--- src/sv/wlrq_pkg.sv ---
// shared types, codes and defaults for the weighted request queue
package wlrq_pkg;

   localparam int NUM_RESOURCES_DEFAULT = 4;
   localparam int QUEUE_DEPTH_DEFAULT   = 16;
   localparam logic [7:0] CAPACITY_RESET = 8'd4;

   typedef enum logic [1:0] {
      MODE_INSERT = 2'd0,
      MODE_REMOVE = 2'd1,
      MODE_CHECK  = 2'd2,
      MODE_NOP    = 2'd3
   } mode_type;

   typedef enum logic [1:0] {
      STATUS_OK        = 2'd0,
      STATUS_DUPLICATE = 2'd1,
      STATUS_FULL      = 2'd2,
      STATUS_MISSING   = 2'd3
   } status_type;

   typedef struct packed {
      logic [1:0]  mode;
      logic [1:0]  resource_index;
      logic [3:0]  requester_id;
      logic [31:0] time_stamp;
      logic [3:0]  weight;
   } req_type;

   typedef struct packed {
      logic       admitted;
      logic [1:0] status;
   } rsp_type;

   typedef struct packed {
      logic [3:0]  requester;
      logic [31:0] stamp;
      logic [3:0]  weight;
   } entry_type;

   typedef struct packed {
      logic rd_en;
      logic wr_en;
   } mem_ctl_type;

   // true if request a is served before request b
   function automatic logic earlier(input logic [31:0] stamp_a, input logic [3:0] id_a,
                                    input logic [31:0] stamp_b, input logic [3:0] id_b);
      earlier = (stamp_a < stamp_b) || ((stamp_a == stamp_b) && (id_a < id_b));
   endfunction

endpackage

--- src/sv/wlrq_entry_ram.sv ---
// entry memory for all resource queues, one read and one write port
module wlrq_entry_ram #(
   parameter int MEM_DEPTH = 64,
   parameter int ADDR_W    = 6
) (
   input  logic                  clock,
   input  wlrq_pkg::mem_ctl_type mem_ctl,
   input  logic [ADDR_W-1:0]     rd_addr,
   input  logic [ADDR_W-1:0]     wr_addr,
   input  wlrq_pkg::entry_type   wr_data,
   output wlrq_pkg::entry_type   rd_data
);
   import wlrq_pkg::*;

   entry_type mem_ff [MEM_DEPTH];
   entry_type rd_data_ff;

   always_ff @(posedge clock) begin
      if (mem_ctl.wr_en) begin
         mem_ff[wr_addr] <= wr_data;
      end
      if (mem_ctl.rd_en) begin
         rd_data_ff <= mem_ff[rd_addr];
      end
   end

   assign rd_data = rd_data_ff;

endmodule

--- src/sv/wlrq_ctrl.sv ---
// sequencer: scans, shifts and places queue entries in the entry memory
module wlrq_ctrl #(
   parameter int NUM_RESOURCES = 4,
   parameter int QUEUE_DEPTH   = 16,
   parameter int ADDR_W        = 6
) (
   input  logic                  clock,
   input  logic                  reset,
   input  logic                  req_valid,
   output logic                  req_ready,
   input  wlrq_pkg::req_type     req_data,
   input  logic [7:0]            capacity,
   output logic                  done_valid,
   input  logic                  done_ready,
   output wlrq_pkg::rsp_type     done_data,
   output wlrq_pkg::mem_ctl_type mem_ctl,
   output logic [ADDR_W-1:0]     rd_addr,
   output logic [ADDR_W-1:0]     wr_addr,
   output wlrq_pkg::entry_type   wr_data,
   input  wlrq_pkg::entry_type   rd_data
);
   import wlrq_pkg::*;

   localparam int CNT_W = $clog2(QUEUE_DEPTH + 1);
   localparam int IDX_W = $clog2(QUEUE_DEPTH);
   localparam int RES_W = (NUM_RESOURCES > 1) ? $clog2(NUM_RESOURCES) : 1;
   localparam logic [CNT_W-1:0] DEPTH_CNT = CNT_W'(QUEUE_DEPTH);

   typedef enum logic [4:0] {
      ST_IDLE  = 5'b00001,
      ST_SCAN  = 5'b00010,
      ST_SHIFT = 5'b00100,
      ST_PLACE = 5'b01000,
      ST_DONE  = 5'b10000
   } state_type;

   // control
   state_type        state_ff, state_in;
   logic [CNT_W-1:0] issue_ff, issue_in;
   logic             pend_ff, pend_in;
   logic             more_ff, more_in;
   logic             cnt_inc_ff, cnt_inc_in;
   logic             cnt_dec_ff, cnt_dec_in;
   logic [CNT_W-1:0] count_ff [NUM_RESOURCES];
   logic [CNT_W-1:0] count_in [NUM_RESOURCES];
   // payload
   req_type          op_ff, op_in;
   logic [RES_W-1:0] res_ff, res_in;
   logic [ADDR_W-1:0] base_ff, base_in;
   logic             res_ok_ff, res_ok_in;
   logic [CNT_W-1:0] cnt_cur_ff, cnt_cur_in;
   logic [IDX_W-1:0] pend_idx_ff, pend_idx_in;
   logic             found_ff, found_in;
   logic [IDX_W-1:0] pos_ff, pos_in;
   logic [CNT_W-1:0] ins_pos_ff, ins_pos_in;
   logic [7:0]       sum_ff, sum_in;
   logic             admit_ff, admit_in;
   rsp_type          result_ff, result_in;

   logic [RES_W-1:0] req_res;
   logic             req_res_ok;
   logic [8:0]       sum_next;
   logic             fits;

   assign req_res    = RES_W'(req_data.resource_index);
   assign req_res_ok = int'(req_data.resource_index) < NUM_RESOURCES;
   assign sum_next   = {1'b0, sum_ff} + 9'(rd_data.weight);
   assign fits       = sum_next <= {1'b0, capacity};

   assign req_ready  = (state_ff == ST_IDLE);
   assign done_valid = (state_ff == ST_DONE);
   assign done_data  = result_ff;

   always_comb begin
      state_in    = state_ff;
      issue_in    = issue_ff;
      pend_in     = 1'b0;
      more_in     = more_ff;
      cnt_inc_in  = cnt_inc_ff;
      cnt_dec_in  = cnt_dec_ff;
      count_in    = count_ff;
      op_in       = op_ff;
      res_in      = res_ff;
      base_in     = base_ff;
      res_ok_in   = res_ok_ff;
      cnt_cur_in  = cnt_cur_ff;
      pend_idx_in = pend_idx_ff;
      found_in    = found_ff;
      pos_in      = pos_ff;
      ins_pos_in  = ins_pos_ff;
      sum_in      = sum_ff;
      admit_in    = admit_ff;
      result_in   = result_ff;
      mem_ctl     = '0;
      rd_addr     = base_ff + ADDR_W'(issue_ff);
      wr_addr     = base_ff + ADDR_W'(pend_idx_ff);
      wr_data     = rd_data;

      case (state_ff)
         ST_IDLE: begin
            if (req_valid) begin
               op_in      = req_data;
               res_in     = req_res;
               base_in    = ADDR_W'(req_res) * ADDR_W'(QUEUE_DEPTH);
               res_ok_in  = req_res_ok;
               cnt_cur_in = req_res_ok ? count_ff[req_res] : '0;
               issue_in   = '0;
               found_in   = 1'b0;
               ins_pos_in = '0;
               sum_in     = '0;
               admit_in   = 1'b0;
               more_in    = 1'b0;
               cnt_inc_in = 1'b0;
               cnt_dec_in = 1'b0;
               state_in   = ST_SCAN;
            end
         end
         ST_SCAN: begin
            if (issue_ff != cnt_cur_ff) begin
               mem_ctl.rd_en = 1'b1;
               issue_in      = issue_ff + 1'b1;
               pend_in       = 1'b1;
               pend_idx_in   = IDX_W'(issue_ff);
            end
            if (pend_ff) begin
               if (rd_data.requester == op_ff.requester_id) begin
                  found_in = 1'b1;
                  pos_in   = pend_idx_ff;
                  admit_in = fits;
               end else if (fits) begin
                  sum_in = sum_next[7:0];
               end
               if (!earlier(op_ff.time_stamp, op_ff.requester_id,
                            rd_data.stamp, rd_data.requester)) begin
                  ins_pos_in = ins_pos_ff + 1'b1;
               end
            end
            if ((issue_ff == cnt_cur_ff) && !pend_ff) begin
               result_in = '{admitted: 1'b0, status: STATUS_OK};
               state_in  = ST_DONE;
               if (!res_ok_ff) begin
                  result_in.status = STATUS_MISSING;
               end else begin
                  case (mode_type'(op_ff.mode))
                     MODE_INSERT: begin
                        if (found_ff) begin
                           result_in.status = STATUS_DUPLICATE;
                        end else if (cnt_cur_ff == DEPTH_CNT) begin
                           result_in.status = STATUS_FULL;
                        end else begin
                           cnt_inc_in = 1'b1;
                           if (ins_pos_ff != cnt_cur_ff) begin
                              // move the tail one slot up, last entry first
                              issue_in = cnt_cur_ff - 1'b1;
                              more_in  = 1'b1;
                              state_in = ST_SHIFT;
                           end else begin
                              state_in = ST_PLACE;
                           end
                        end
                     end
                     MODE_REMOVE: begin
                        if (!found_ff) begin
                           result_in.status = STATUS_MISSING;
                        end else begin
                           cnt_dec_in = 1'b1;
                           if ((CNT_W'(pos_ff) + 1'b1) != cnt_cur_ff) begin
                              issue_in = CNT_W'(pos_ff) + 1'b1;
                              more_in  = 1'b1;
                              state_in = ST_SHIFT;
                           end
                        end
                     end
                     MODE_CHECK: begin
                        if (!found_ff) begin
                           result_in.status = STATUS_MISSING;
                        end else begin
                           result_in.admitted = admit_ff;
                        end
                     end
                     default: begin
                        result_in.status = STATUS_OK;
                     end
                  endcase
               end
            end
         end
         ST_SHIFT: begin
            if (more_ff) begin
               mem_ctl.rd_en = 1'b1;
               pend_in       = 1'b1;
               if (op_ff.mode == MODE_INSERT) begin
                  pend_idx_in = IDX_W'(issue_ff + 1'b1);
                  if (issue_ff == ins_pos_ff) begin
                     more_in = 1'b0;
                  end else begin
                     issue_in = issue_ff - 1'b1;
                  end
               end else begin
                  pend_idx_in = IDX_W'(issue_ff - 1'b1);
                  if ((issue_ff + 1'b1) == cnt_cur_ff) begin
                     more_in = 1'b0;
                  end else begin
                     issue_in = issue_ff + 1'b1;
                  end
               end
            end
            if (pend_ff) begin
               mem_ctl.wr_en = 1'b1;
            end
            if (!more_ff && !pend_ff) begin
               state_in = (op_ff.mode == MODE_INSERT) ? ST_PLACE : ST_DONE;
            end
         end
         ST_PLACE: begin
            mem_ctl.wr_en = 1'b1;
            wr_addr       = base_ff + ADDR_W'(ins_pos_ff);
            wr_data       = '{requester: op_ff.requester_id, stamp: op_ff.time_stamp,
                              weight: op_ff.weight};
            state_in      = ST_DONE;
         end
         ST_DONE: begin
            if (done_ready) begin
               if (cnt_inc_ff) begin
                  count_in[res_ff] = cnt_cur_ff + 1'b1;
               end else if (cnt_dec_ff) begin
                  count_in[res_ff] = cnt_cur_ff - 1'b1;
               end
               state_in = ST_IDLE;
            end
         end
         default: begin
            state_in = ST_IDLE;
         end
      endcase
   end

   always_ff @(posedge clock) begin
      if (reset) begin
         state_ff   <= ST_IDLE;
         issue_ff   <= '0;
         pend_ff    <= 1'b0;
         more_ff    <= 1'b0;
         cnt_inc_ff <= 1'b0;
         cnt_dec_ff <= 1'b0;
         for (int i = 0; i < NUM_RESOURCES; i++) begin
            count_ff[i] <= '0;
         end
      end else begin
         state_ff   <= state_in;
         issue_ff   <= issue_in;
         pend_ff    <= pend_in;
         more_ff    <= more_in;
         cnt_inc_ff <= cnt_inc_in;
         cnt_dec_ff <= cnt_dec_in;
         count_ff   <= count_in;
      end
   end

   always_ff @(posedge clock) begin
      op_ff       <= op_in;
      res_ff      <= res_in;
      base_ff     <= base_in;
      res_ok_ff   <= res_ok_in;
      cnt_cur_ff  <= cnt_cur_in;
      pend_idx_ff <= pend_idx_in;
      found_ff    <= found_in;
      pos_ff      <= pos_in;
      ins_pos_ff  <= ins_pos_in;
      sum_ff      <= sum_in;
      admit_ff    <= admit_in;
      result_ff   <= result_in;
   end

`ifndef SYNTHESIS
   a_pend_has_read: assert property (@(posedge clock) disable iff (reset)
      pend_ff |-> $past(mem_ctl.rd_en))
      else $error("read data consumed without a read issued");

   a_no_same_entry: assert property (@(posedge clock) disable iff (reset)
      (mem_ctl.rd_en && mem_ctl.wr_en) |-> (rd_addr != wr_addr))
      else $error("read and write hit the same entry");

   a_place_in_range: assert property (@(posedge clock) disable iff (reset)
      (state_ff == ST_PLACE) |-> ((ins_pos_ff <= cnt_cur_ff) && (cnt_cur_ff < DEPTH_CNT)))
      else $error("new entry placed outside the queue");

   a_done_holds: assert property (@(posedge clock) disable iff (reset)
      ((state_ff == ST_DONE) && !done_ready) |=> (state_ff == ST_DONE))
      else $error("result dropped before it was taken");

   a_idle_no_write: assert property (@(posedge clock) disable iff (reset)
      (state_ff == ST_IDLE) |-> !mem_ctl.wr_en)
      else $error("entry memory written while idle");
`endif

endmodule

--- src/sv/weighted_lamport_request_queue.sv ---
// weighted lamport request queue: one timestamp-ordered queue per resource
// sequence per item: accept, scan of the queued entries, shift when entries move, place on insert, result
// throughput: one item at a time, bound by the single read port of the entry memory
// reset: queue counts clear at once and capacity returns to 4; entries need no clear
module weighted_lamport_request_queue #(
   parameter int NUM_RESOURCES = wlrq_pkg::NUM_RESOURCES_DEFAULT,
   parameter int QUEUE_DEPTH   = wlrq_pkg::QUEUE_DEPTH_DEFAULT
) (
   input  logic              clock,
   input  logic              reset,
   input  logic              req_valid,
   output logic              req_ready,
   input  wlrq_pkg::req_type req_data,
   output logic              rsp_valid,
   input  logic              rsp_ready,
   output wlrq_pkg::rsp_type rsp_data,
   input  logic              csr_valid,
   output logic              csr_ready,
   input  logic [7:0]        csr_data
);
   import wlrq_pkg::*;

   localparam int MEM_DEPTH = NUM_RESOURCES * QUEUE_DEPTH;
   localparam int ADDR_W    = $clog2(MEM_DEPTH);

   logic [7:0]        capacity_ff;
   logic              rsp_valid_ff;
   rsp_type           rsp_data_ff;

   logic              done_valid;
   logic              done_ready;
   rsp_type           done_data;
   mem_ctl_type       mem_ctl;
   logic [ADDR_W-1:0] rd_addr;
   logic [ADDR_W-1:0] wr_addr;
   entry_type         wr_data;
   entry_type         rd_data;

   assign csr_ready  = 1'b1;
   // output register takes a result when it is empty or its waiting beat is taken
   assign done_ready = !rsp_valid_ff || rsp_ready;
   assign rsp_valid  = rsp_valid_ff;
   assign rsp_data   = rsp_data_ff;

   always_ff @(posedge clock) begin
      if (reset) begin
         capacity_ff  <= CAPACITY_RESET;
         rsp_valid_ff <= 1'b0;
      end else begin
         if (csr_valid) begin
            capacity_ff <= csr_data;
         end
         if (done_ready) begin
            rsp_valid_ff <= done_valid;
         end
      end
   end

   always_ff @(posedge clock) begin
      if (done_valid && done_ready) begin
         rsp_data_ff <= done_data;
      end
   end

   wlrq_ctrl #(
      .NUM_RESOURCES (NUM_RESOURCES),
      .QUEUE_DEPTH   (QUEUE_DEPTH),
      .ADDR_W        (ADDR_W)
   ) u_ctrl (
      .clock      (clock),
      .reset      (reset),
      .req_valid  (req_valid),
      .req_ready  (req_ready),
      .req_data   (req_data),
      .capacity   (capacity_ff),
      .done_valid (done_valid),
      .done_ready (done_ready),
      .done_data  (done_data),
      .mem_ctl    (mem_ctl),
      .rd_addr    (rd_addr),
      .wr_addr    (wr_addr),
      .wr_data    (wr_data),
      .rd_data    (rd_data)
   );

   wlrq_entry_ram #(
      .MEM_DEPTH (MEM_DEPTH),
      .ADDR_W    (ADDR_W)
   ) u_entry_ram (
      .clock   (clock),
      .mem_ctl (mem_ctl),
      .rd_addr (rd_addr),
      .wr_addr (wr_addr),
      .wr_data (wr_data),
      .rd_data (rd_data)
   );

endmodule

--- config.mk ---
export PLATFORM = sky130hd
export DESIGN_NAME = weighted_lamport_request_queue
export DESIGN_NICKNAME = d
export VERILOG_FILES = /design/src/sv/wlrq_pkg.sv /design/src/sv/wlrq_entry_ram.sv /design/src/sv/wlrq_ctrl.sv /design/src/sv/weighted_lamport_request_queue.sv
export SDC_FILE = /design/constraint.sdc
export NUM_CORES = 2
export LEC_CHECK = 0
export BUFFER_PORTS_ARGS = -buffer_cell sky130_fd_sc_hd__buf_2
export CAP_MARGIN = 20
export CELL_PAD_IN_SITES_DETAIL_PLACEMENT = 0
export CELL_PAD_IN_SITES_GLOBAL_PLACEMENT = 1
export CORE_MARGIN = 10
export CORE_UTILIZATION = 61
export DETAILED_ROUTE_END_ITERATION = 8
export PLACE_DENSITY_LB_ADDON = 0.1
export SETUP_SLACK_MARGIN = 0.02
export SYNTH_ARGS = -nofsm -noshare
export SYNTH_HDL_FRONTEND = slang
export SYNTH_SLANG_ARGS = --single-unit
--- constraint.sdc ---
create_clock -name clock -period 6.9 [get_ports clock]
set_input_delay 0.345 -clock clock [delete_from_list [all_inputs] [get_ports clock]]
set_output_delay 0.345 -clock clock [all_outputs]
set_load 0.005 [all_outputs]
Yosys cells after proc, flatten, opt, wreduce, memory -nomap -nowiden
Memory sizes are Yosys's and may differ from the RTL's. A register that Yosys moved wholly into a read port is not among the register bits.
Cells that the tools add are included.
{"block": "classes", "n_addsub": 10, "bitwise_logic": 2, "mux": 88, "reduce_logical": 30, "order_cmp": 6, "n_eq_ne": 40}
{"op": "two-way mux 5 bit", "count": 26}
{"op": "bitwise mux 20 bit", "count": 2}
{"op": "two-way mux 20 bit", "count": 2}
{"op": "two-way mux 40 bit", "count": 1}
{"op": "== test 32 bit", "count": 1}
{"op": "< comparator 32 bit", "count": 1}
{"op": "two-way mux 8 bit", "count": 4}
{"op": "case mux 5 bit (2 select lines)", "count": 3}
{"op": "two-way mux 1 bit", "count": 27}
{"op": "case mux 5 bit (5 select lines)", "count": 1}
{"op": "inequality test 2 x 1 -> 1 bit, second input constant", "count": 10}
{"op": "two-way mux 4 bit", "count": 4}
{"op": "case mux 8 bit (2 select lines)", "count": 1}
{"op": "adder 5 x 1 -> 5 bit, second input constant", "count": 3}
{"op": "== test 5 bit", "count": 3}
{"op": "inequality test 3 x 2 -> 1 bit, second input constant", "count": 5}
{"op": "inequality test 5 bit", "count": 3}
{"op": "case mux 5 bit (3 select lines)", "count": 1}
{"op": "AND reduction 5 bit", "count": 3}
{"op": "case mux 1 bit (2 select lines)", "count": 7}
{"op": "adder 6 x 5 -> 6 bit", "count": 2}
{"op": "inequality test 2 bit, second input constant", "count": 6}
{"op": "AND reduction 4 bit", "count": 3}
{"op": "binary-select mux 5 bit (select 2 bit)", "count": 1}
{"op": "other kinds (35)", "count": 56}
{"block": "word_totals", "output_inout_bits": 6, "mem_bits_rw": 2560, "mem_count": 1, "reg_bits": 121}
{"memory": "u_entry_ram.mem_ff", "words": 64, "word_bits": 40, "rd": 1, "rd_clocked_by_memory_dff": 1, "write_ports": 1, "line": "wlrq_entry_ram.sv:15", "text": "entry_type mem_ff [MEM_DEPTH];"}

Depth between registers and ports, before layout
{"block": "depth", "depth_word": 8, "mapped_depth": 13}

Cells and area by module
Synthesis repeated with hierarchy kept, for this count alone.
{"block": "hier_totals", "hier_cells": 4975, "area_unflattened_um2": 105824.0}
{"mod": "wlrq_entry_ram", "seq_area_each_um2": 78074.9, "area_each_um2": 98360.6, "cells_each": 4263, "n_inst": 1}
{"mod": "wlrq_ctrl", "seq_area_each_um2": 2932.8, "area_each_um2": 7030.5, "cells_each": 676, "n_inst": 1}
{"mod": "weighted_lamport_request_queue", "seq_area_each_um2": 270.3, "area_each_um2": 432.9, "cells_each": 36, "n_inst": 1}

Worst setup path before layout
OpenSTA, ideal clock, no wires.
{"block": "synth_path", "path_kind": "register to register", "start": "register u_ctrl.state_ff[1]", "end": "memory u_entry_ram.mem_ff[0][32] (netlist bit), data pin", "t_required_ps": 6198, "stages_incl_launch_ff": 6, "setup_time_ps": 702, "setup_slack_ps": 2628, "t_arrival_ps": 3570, "path_buffers": 2, "synth_period_minus_slack_ps": 4272, "cell_sequence": "dfxtp_1 > nor2_1 > and3_1 > clkbuf_1 > clkbuf_1 > o21ai_0"}
{"element": "start, declared", "line": "wlrq_ctrl.sv:38", "text": "state_type state_ff, state_in;"}
{"element": "start signal, assigned", "line": "wlrq_ctrl.sv:250", "text": "state_ff <= state_in;"}
{"element": "end, declared", "line": "wlrq_entry_ram.sv:15"}

Worst setup path in the final report
{"block": "layout_path", "start": "register u_ctrl.state_ff[4]", "end": "memory u_entry_ram.mem_ff[38][4] (netlist bit) (enable)"}
{"block": "layout_between", "elab_chain_len": 4}
{"element": "== test 5 x 4 -> 1 bit or == test 5 x 3 -> 1 bit (tied branches)", "line": "wlrq_ctrl.sv:99", "text": "case (state_ff)"}
{"element": "case mux 1 bit (2 select lines)", "line": "wlrq_ctrl.sv:99"}
{"element": "two-way mux 1 bit", "line": "wlrq_entry_ram.sv:19", "text": "if (mem_ctl.wr_en) begin"}
{"element": "two-way mux 1 bit (not written as such)", "line": "wlrq_entry_ram.sv:20", "text": "mem_ff[wr_addr] <= wr_data;"}
Parallel ways exist; a longest one is shown, timed or not.

==> flow_metrics.py <==
metrics = {
    "yosys": {
        "ys_types": 58,
        "synth_area_um2": 106000,
        "synth_area_leaders": "edfxtp_1, mux4_2, dfxtp_1",
        "yosysWarningCount": 0,
        "synth_top_area_share_pct": 75.9,
        "syn_area_per_cell_um2": 22.7,
        "syn-num-nets": 4793,
        "yosysTopAreaCell": "edfxtp_1",
        "synth_ff_type": "edfxtp_1",
        "synth_seq_cells": 2721,
        "synth_common_cells": "edfxtp_1, mux4_2, nand2_1, nor2_1, clkbuf_1",
        "ys_seq_area_share_pct": 76.8,
        "yosysMostFrequentCell": "edfxtp_1",
        "synth_cells": 4674,
        "synth-edff-count": 2678,
        "ys_async_sr_fraction_pct": 0,
    },
    "setup_path": {
        "critPathMaxFanout": 22,
        "rr_startpoint": "u_ctrl.state_ff[4]",
        "r2r_end": "u_entry_ram.mem_ff[38][4]",
        "reg2regPathDepth": 9,
        "r2r_setup_slack_ps": 2230,
        "worstSetupPathType": "flop to flop",
        "worst_ep_arrival_time_ps": 5250,
        "crit_required_ps": 7480,
        "worstSetupEndpointType": "flop",
        "start_kind": "flop",
        "cp_slowest_cell": "nand2_1",
        "max_stage_delay_ps": 680,
        "cp_cell_sequence": "nor2_1 -> nand3_1 -> inv_1 -> nand2_1 -> o22ai_1 -> nand2_1 -> buf_4 -> nor2_4 -> buf_4",
    },
    "cells_and_area": {
        "regArea_um2": 81300,
        "multi_input_area_um2": 24200,
        "drive_gt1_share_pct": 29.5,
        "finalNetCount": 5165,
        "n_fill_cell": 10294,
        "area_delta_synth_final_pct": 13.5,
        "final_util_pct": 69.8,
    },
    "place": {
        "routabilityCongestion": 0.875,
        "numPortBuffers": 61,
        "dp_hpwl_mm": 175,
    },
    "power_and_ir_drop": {
        "cellPowerDensity_nw_per_um2": 289,
        "ir_drop_mv": 0.269,
        "power.total_mw": 34.7,
        "cellLeakagePower_nw": 36.9,
    },
    "worst_hold_path": {
        "min_to": "u_ctrl.op_ff[3]",
        "hold_start": "req_data[3]",
        "min_path_type": "input pin to flop",
        "whs_path_depth": 2,
    },
    "run_status": {
        "outcome": "finished, final reports clean",
    },
    "sta": {
        "worst_pin_slew_ps": 1210,
        "setup_viol": 0,
        "slew_headroom_pct": 18.5,
        "maxSlewViolCount": 0,
        "setup_tns_ps": 0,
        "hold_viol": 0,
        "fmax_mhz": 214,
        "fin_skew_ps": 34.2,
        "rsz0062_at_grt": "no",
        "period_needed_ps": 4670,
        "timing.final.crit_share_pct": 67.6,
    },
    "global_route": {
        "grt_max_degree": 123,
        "use_met2_pct": 46.1,
        "grt.met1_usage_pct": 41.9,
        "grt_pass1_vias": 50646,
        "use_met3_pct": 6.11,
        "antenna_found_initial": 31,
        "grtUsageTotal_pct": 29.8,
        "gr-total-overflow": 0,
        "grt_pass1_wl_mm": 399,
        "top_usage_layer": "met2",
    },
    "die": {
        "fp.dieW_um": 437,
        "core_um2": 172000,
        "die_area_um2": 191000,
        "start_util_pct": 61.5,
        "rows": 152,
        "fp.dieH_um": 437,
        "pin_count": 63,
    },
    "cts": {
        "clockBufferDepth": 4,
        "clock_sinks": 2721,
        "cts_max_level": 5,
        "path_clk_slew_ps": 60,
        "cts_root_buf": "clkbuf_16",
        "clock_latency_ps": 930,
        "cts_buffers": 287,
        "cts_tree": "yes",
    },
    "detailed_routing": {
        "drtIter0Drc": 7362,
        "wl_per_cell_um": 37.5,
        "drt-total-wl_mm": 284,
        "via_per_inst": 6.86,
        "drc_errors": 0,
        "vias": 51821,
        "antenna_left": 0,
        "dr.pass1.iters": 5,
    },
    "flow_run": {
        "drv_cap": 0,
    },
}
[power by group]
part	total (mW)	internal, mW	switching (mW)
Clock	14.5	8.43	6.10
Sequential	18.3	18.2	0.0744
Combinational	1.91	0.642	1.27
Total	34.7	27.3	7.44
[worst max-delay path, delay by kind of cell, from the launching register on]
| kind | cells | cell delay [ps] |
|---|---|---|
| flops | 1 | 330 |
| compound gates | 1 | 500 |
| buf+inv | 3 | 1390 |
| simple gates | 5 | 2020 |
[flip-flops by register name (all words and copies together) (netlist names), 2 cells and up]
register	count
capacity_ff	8
rsp_data	3
u_ctrl.base_ff	2
u_ctrl.cnt_cur_ff	5
u_ctrl.count_ff	20
u_ctrl.done_data	3
u_ctrl.ins_pos_ff	5
u_ctrl.issue_ff	5
u_ctrl.op_ff	42
u_ctrl.pend_idx_ff	4
u_ctrl.pos_ff	4
u_ctrl.state_ff	5
u_ctrl.sum_ff	8
u_entry_ram.mem_ff	2560
u_entry_ram.rd_data	40
[final cells by class]
class                      count  area share (%)
multi-input combinational   1639            20.1
clock buffer                 350            6.29
clock inverter               130           0.907
inverter                      64           0.200
tap                         2310            2.40
sequential                  2721            67.6
antenna                        9          0.0187
timing repair buffer         333            2.42
[worst max path at each step]
stage                             from                   endpoint  slack, ps  cells after the start
floorplan           u_ctrl.state_ff[1]  u_entry_ram.mem_ff[0][32]       2630                      5
CTS                 u_ctrl.state_ff[4]  u_entry_ram.mem_ff[34][6]       2270                      9
global placement    u_ctrl.state_ff[4]  u_entry_ram.mem_ff[6][17]       2270                      9
detailed placement  u_ctrl.state_ff[4]  u_entry_ram.mem_ff[34][3]       2280                      9
finish              u_ctrl.state_ff[4]  u_entry_ram.mem_ff[38][4]       2230                      9
global route        u_ctrl.state_ff[4]  u_entry_ram.mem_ff[2][20]       2120                      9
[layout by cell type, fill, tap and decap left out, types with 41 or more instances in the layout]
cell type / instances
a211oi_1: 47
a21oi_1: 44
buf_2: 61
buf_4: 170
clkbuf_1: 56
clkbuf_16: 294
clkinv_1: 55
clkinv_2: 41
dlygate4sd3_1: 71
edfxtp_1: 2678
ha_1: 60
inv_1: 62
mux2i_1: 52
mux4_2: 790
nand2_1: 149
nor2_1: 63
nor2_4: 64
nor2b_1: 44
[timing repair]
| item | CTS | global route |
|---|---|---|
| hold endpoints to repair | 82 | 0 |
| resized for setup | 0 | 0 |
| setup buffers | 0 | 0 |
| hold buffers | 71 | 0 |
[stage by stage]
stage | area (um2) | instances | hold WS, ps | worst slack, ps
after floorplan | 106000 | 4674 | 400 | 2630
after global placement | 111000 | 6983 | 403 | 2270
after detailed placement | 111000 | 6990 | 411 | 2280
after CTS | 120000 | 7541 | 90.2 | 2270
after global routing | 120000 | 7551 | 103 | 2120
final | 120000 | 7556 | 132 | 2230
[layer usage]
layer,vias up,share of wire (%)
met3,502,9.9
met2,3018,48
met5,-,0.015
met4,8,5.0
li1,20475,-
met1,27818,37
[cells by family after synthesis]
family	synth area share [%]
AO/OA/AOI/OAI	1.55
XOR/XNOR	0.447
adder cells (fa/ha/maj)	0.740
buffers and inverters	1.30
flip-flops	76.8
multiplexers	17.4
other	0.00354
AND/OR/NAND/NOR	1.83
(Power assumes the default switching activity.)
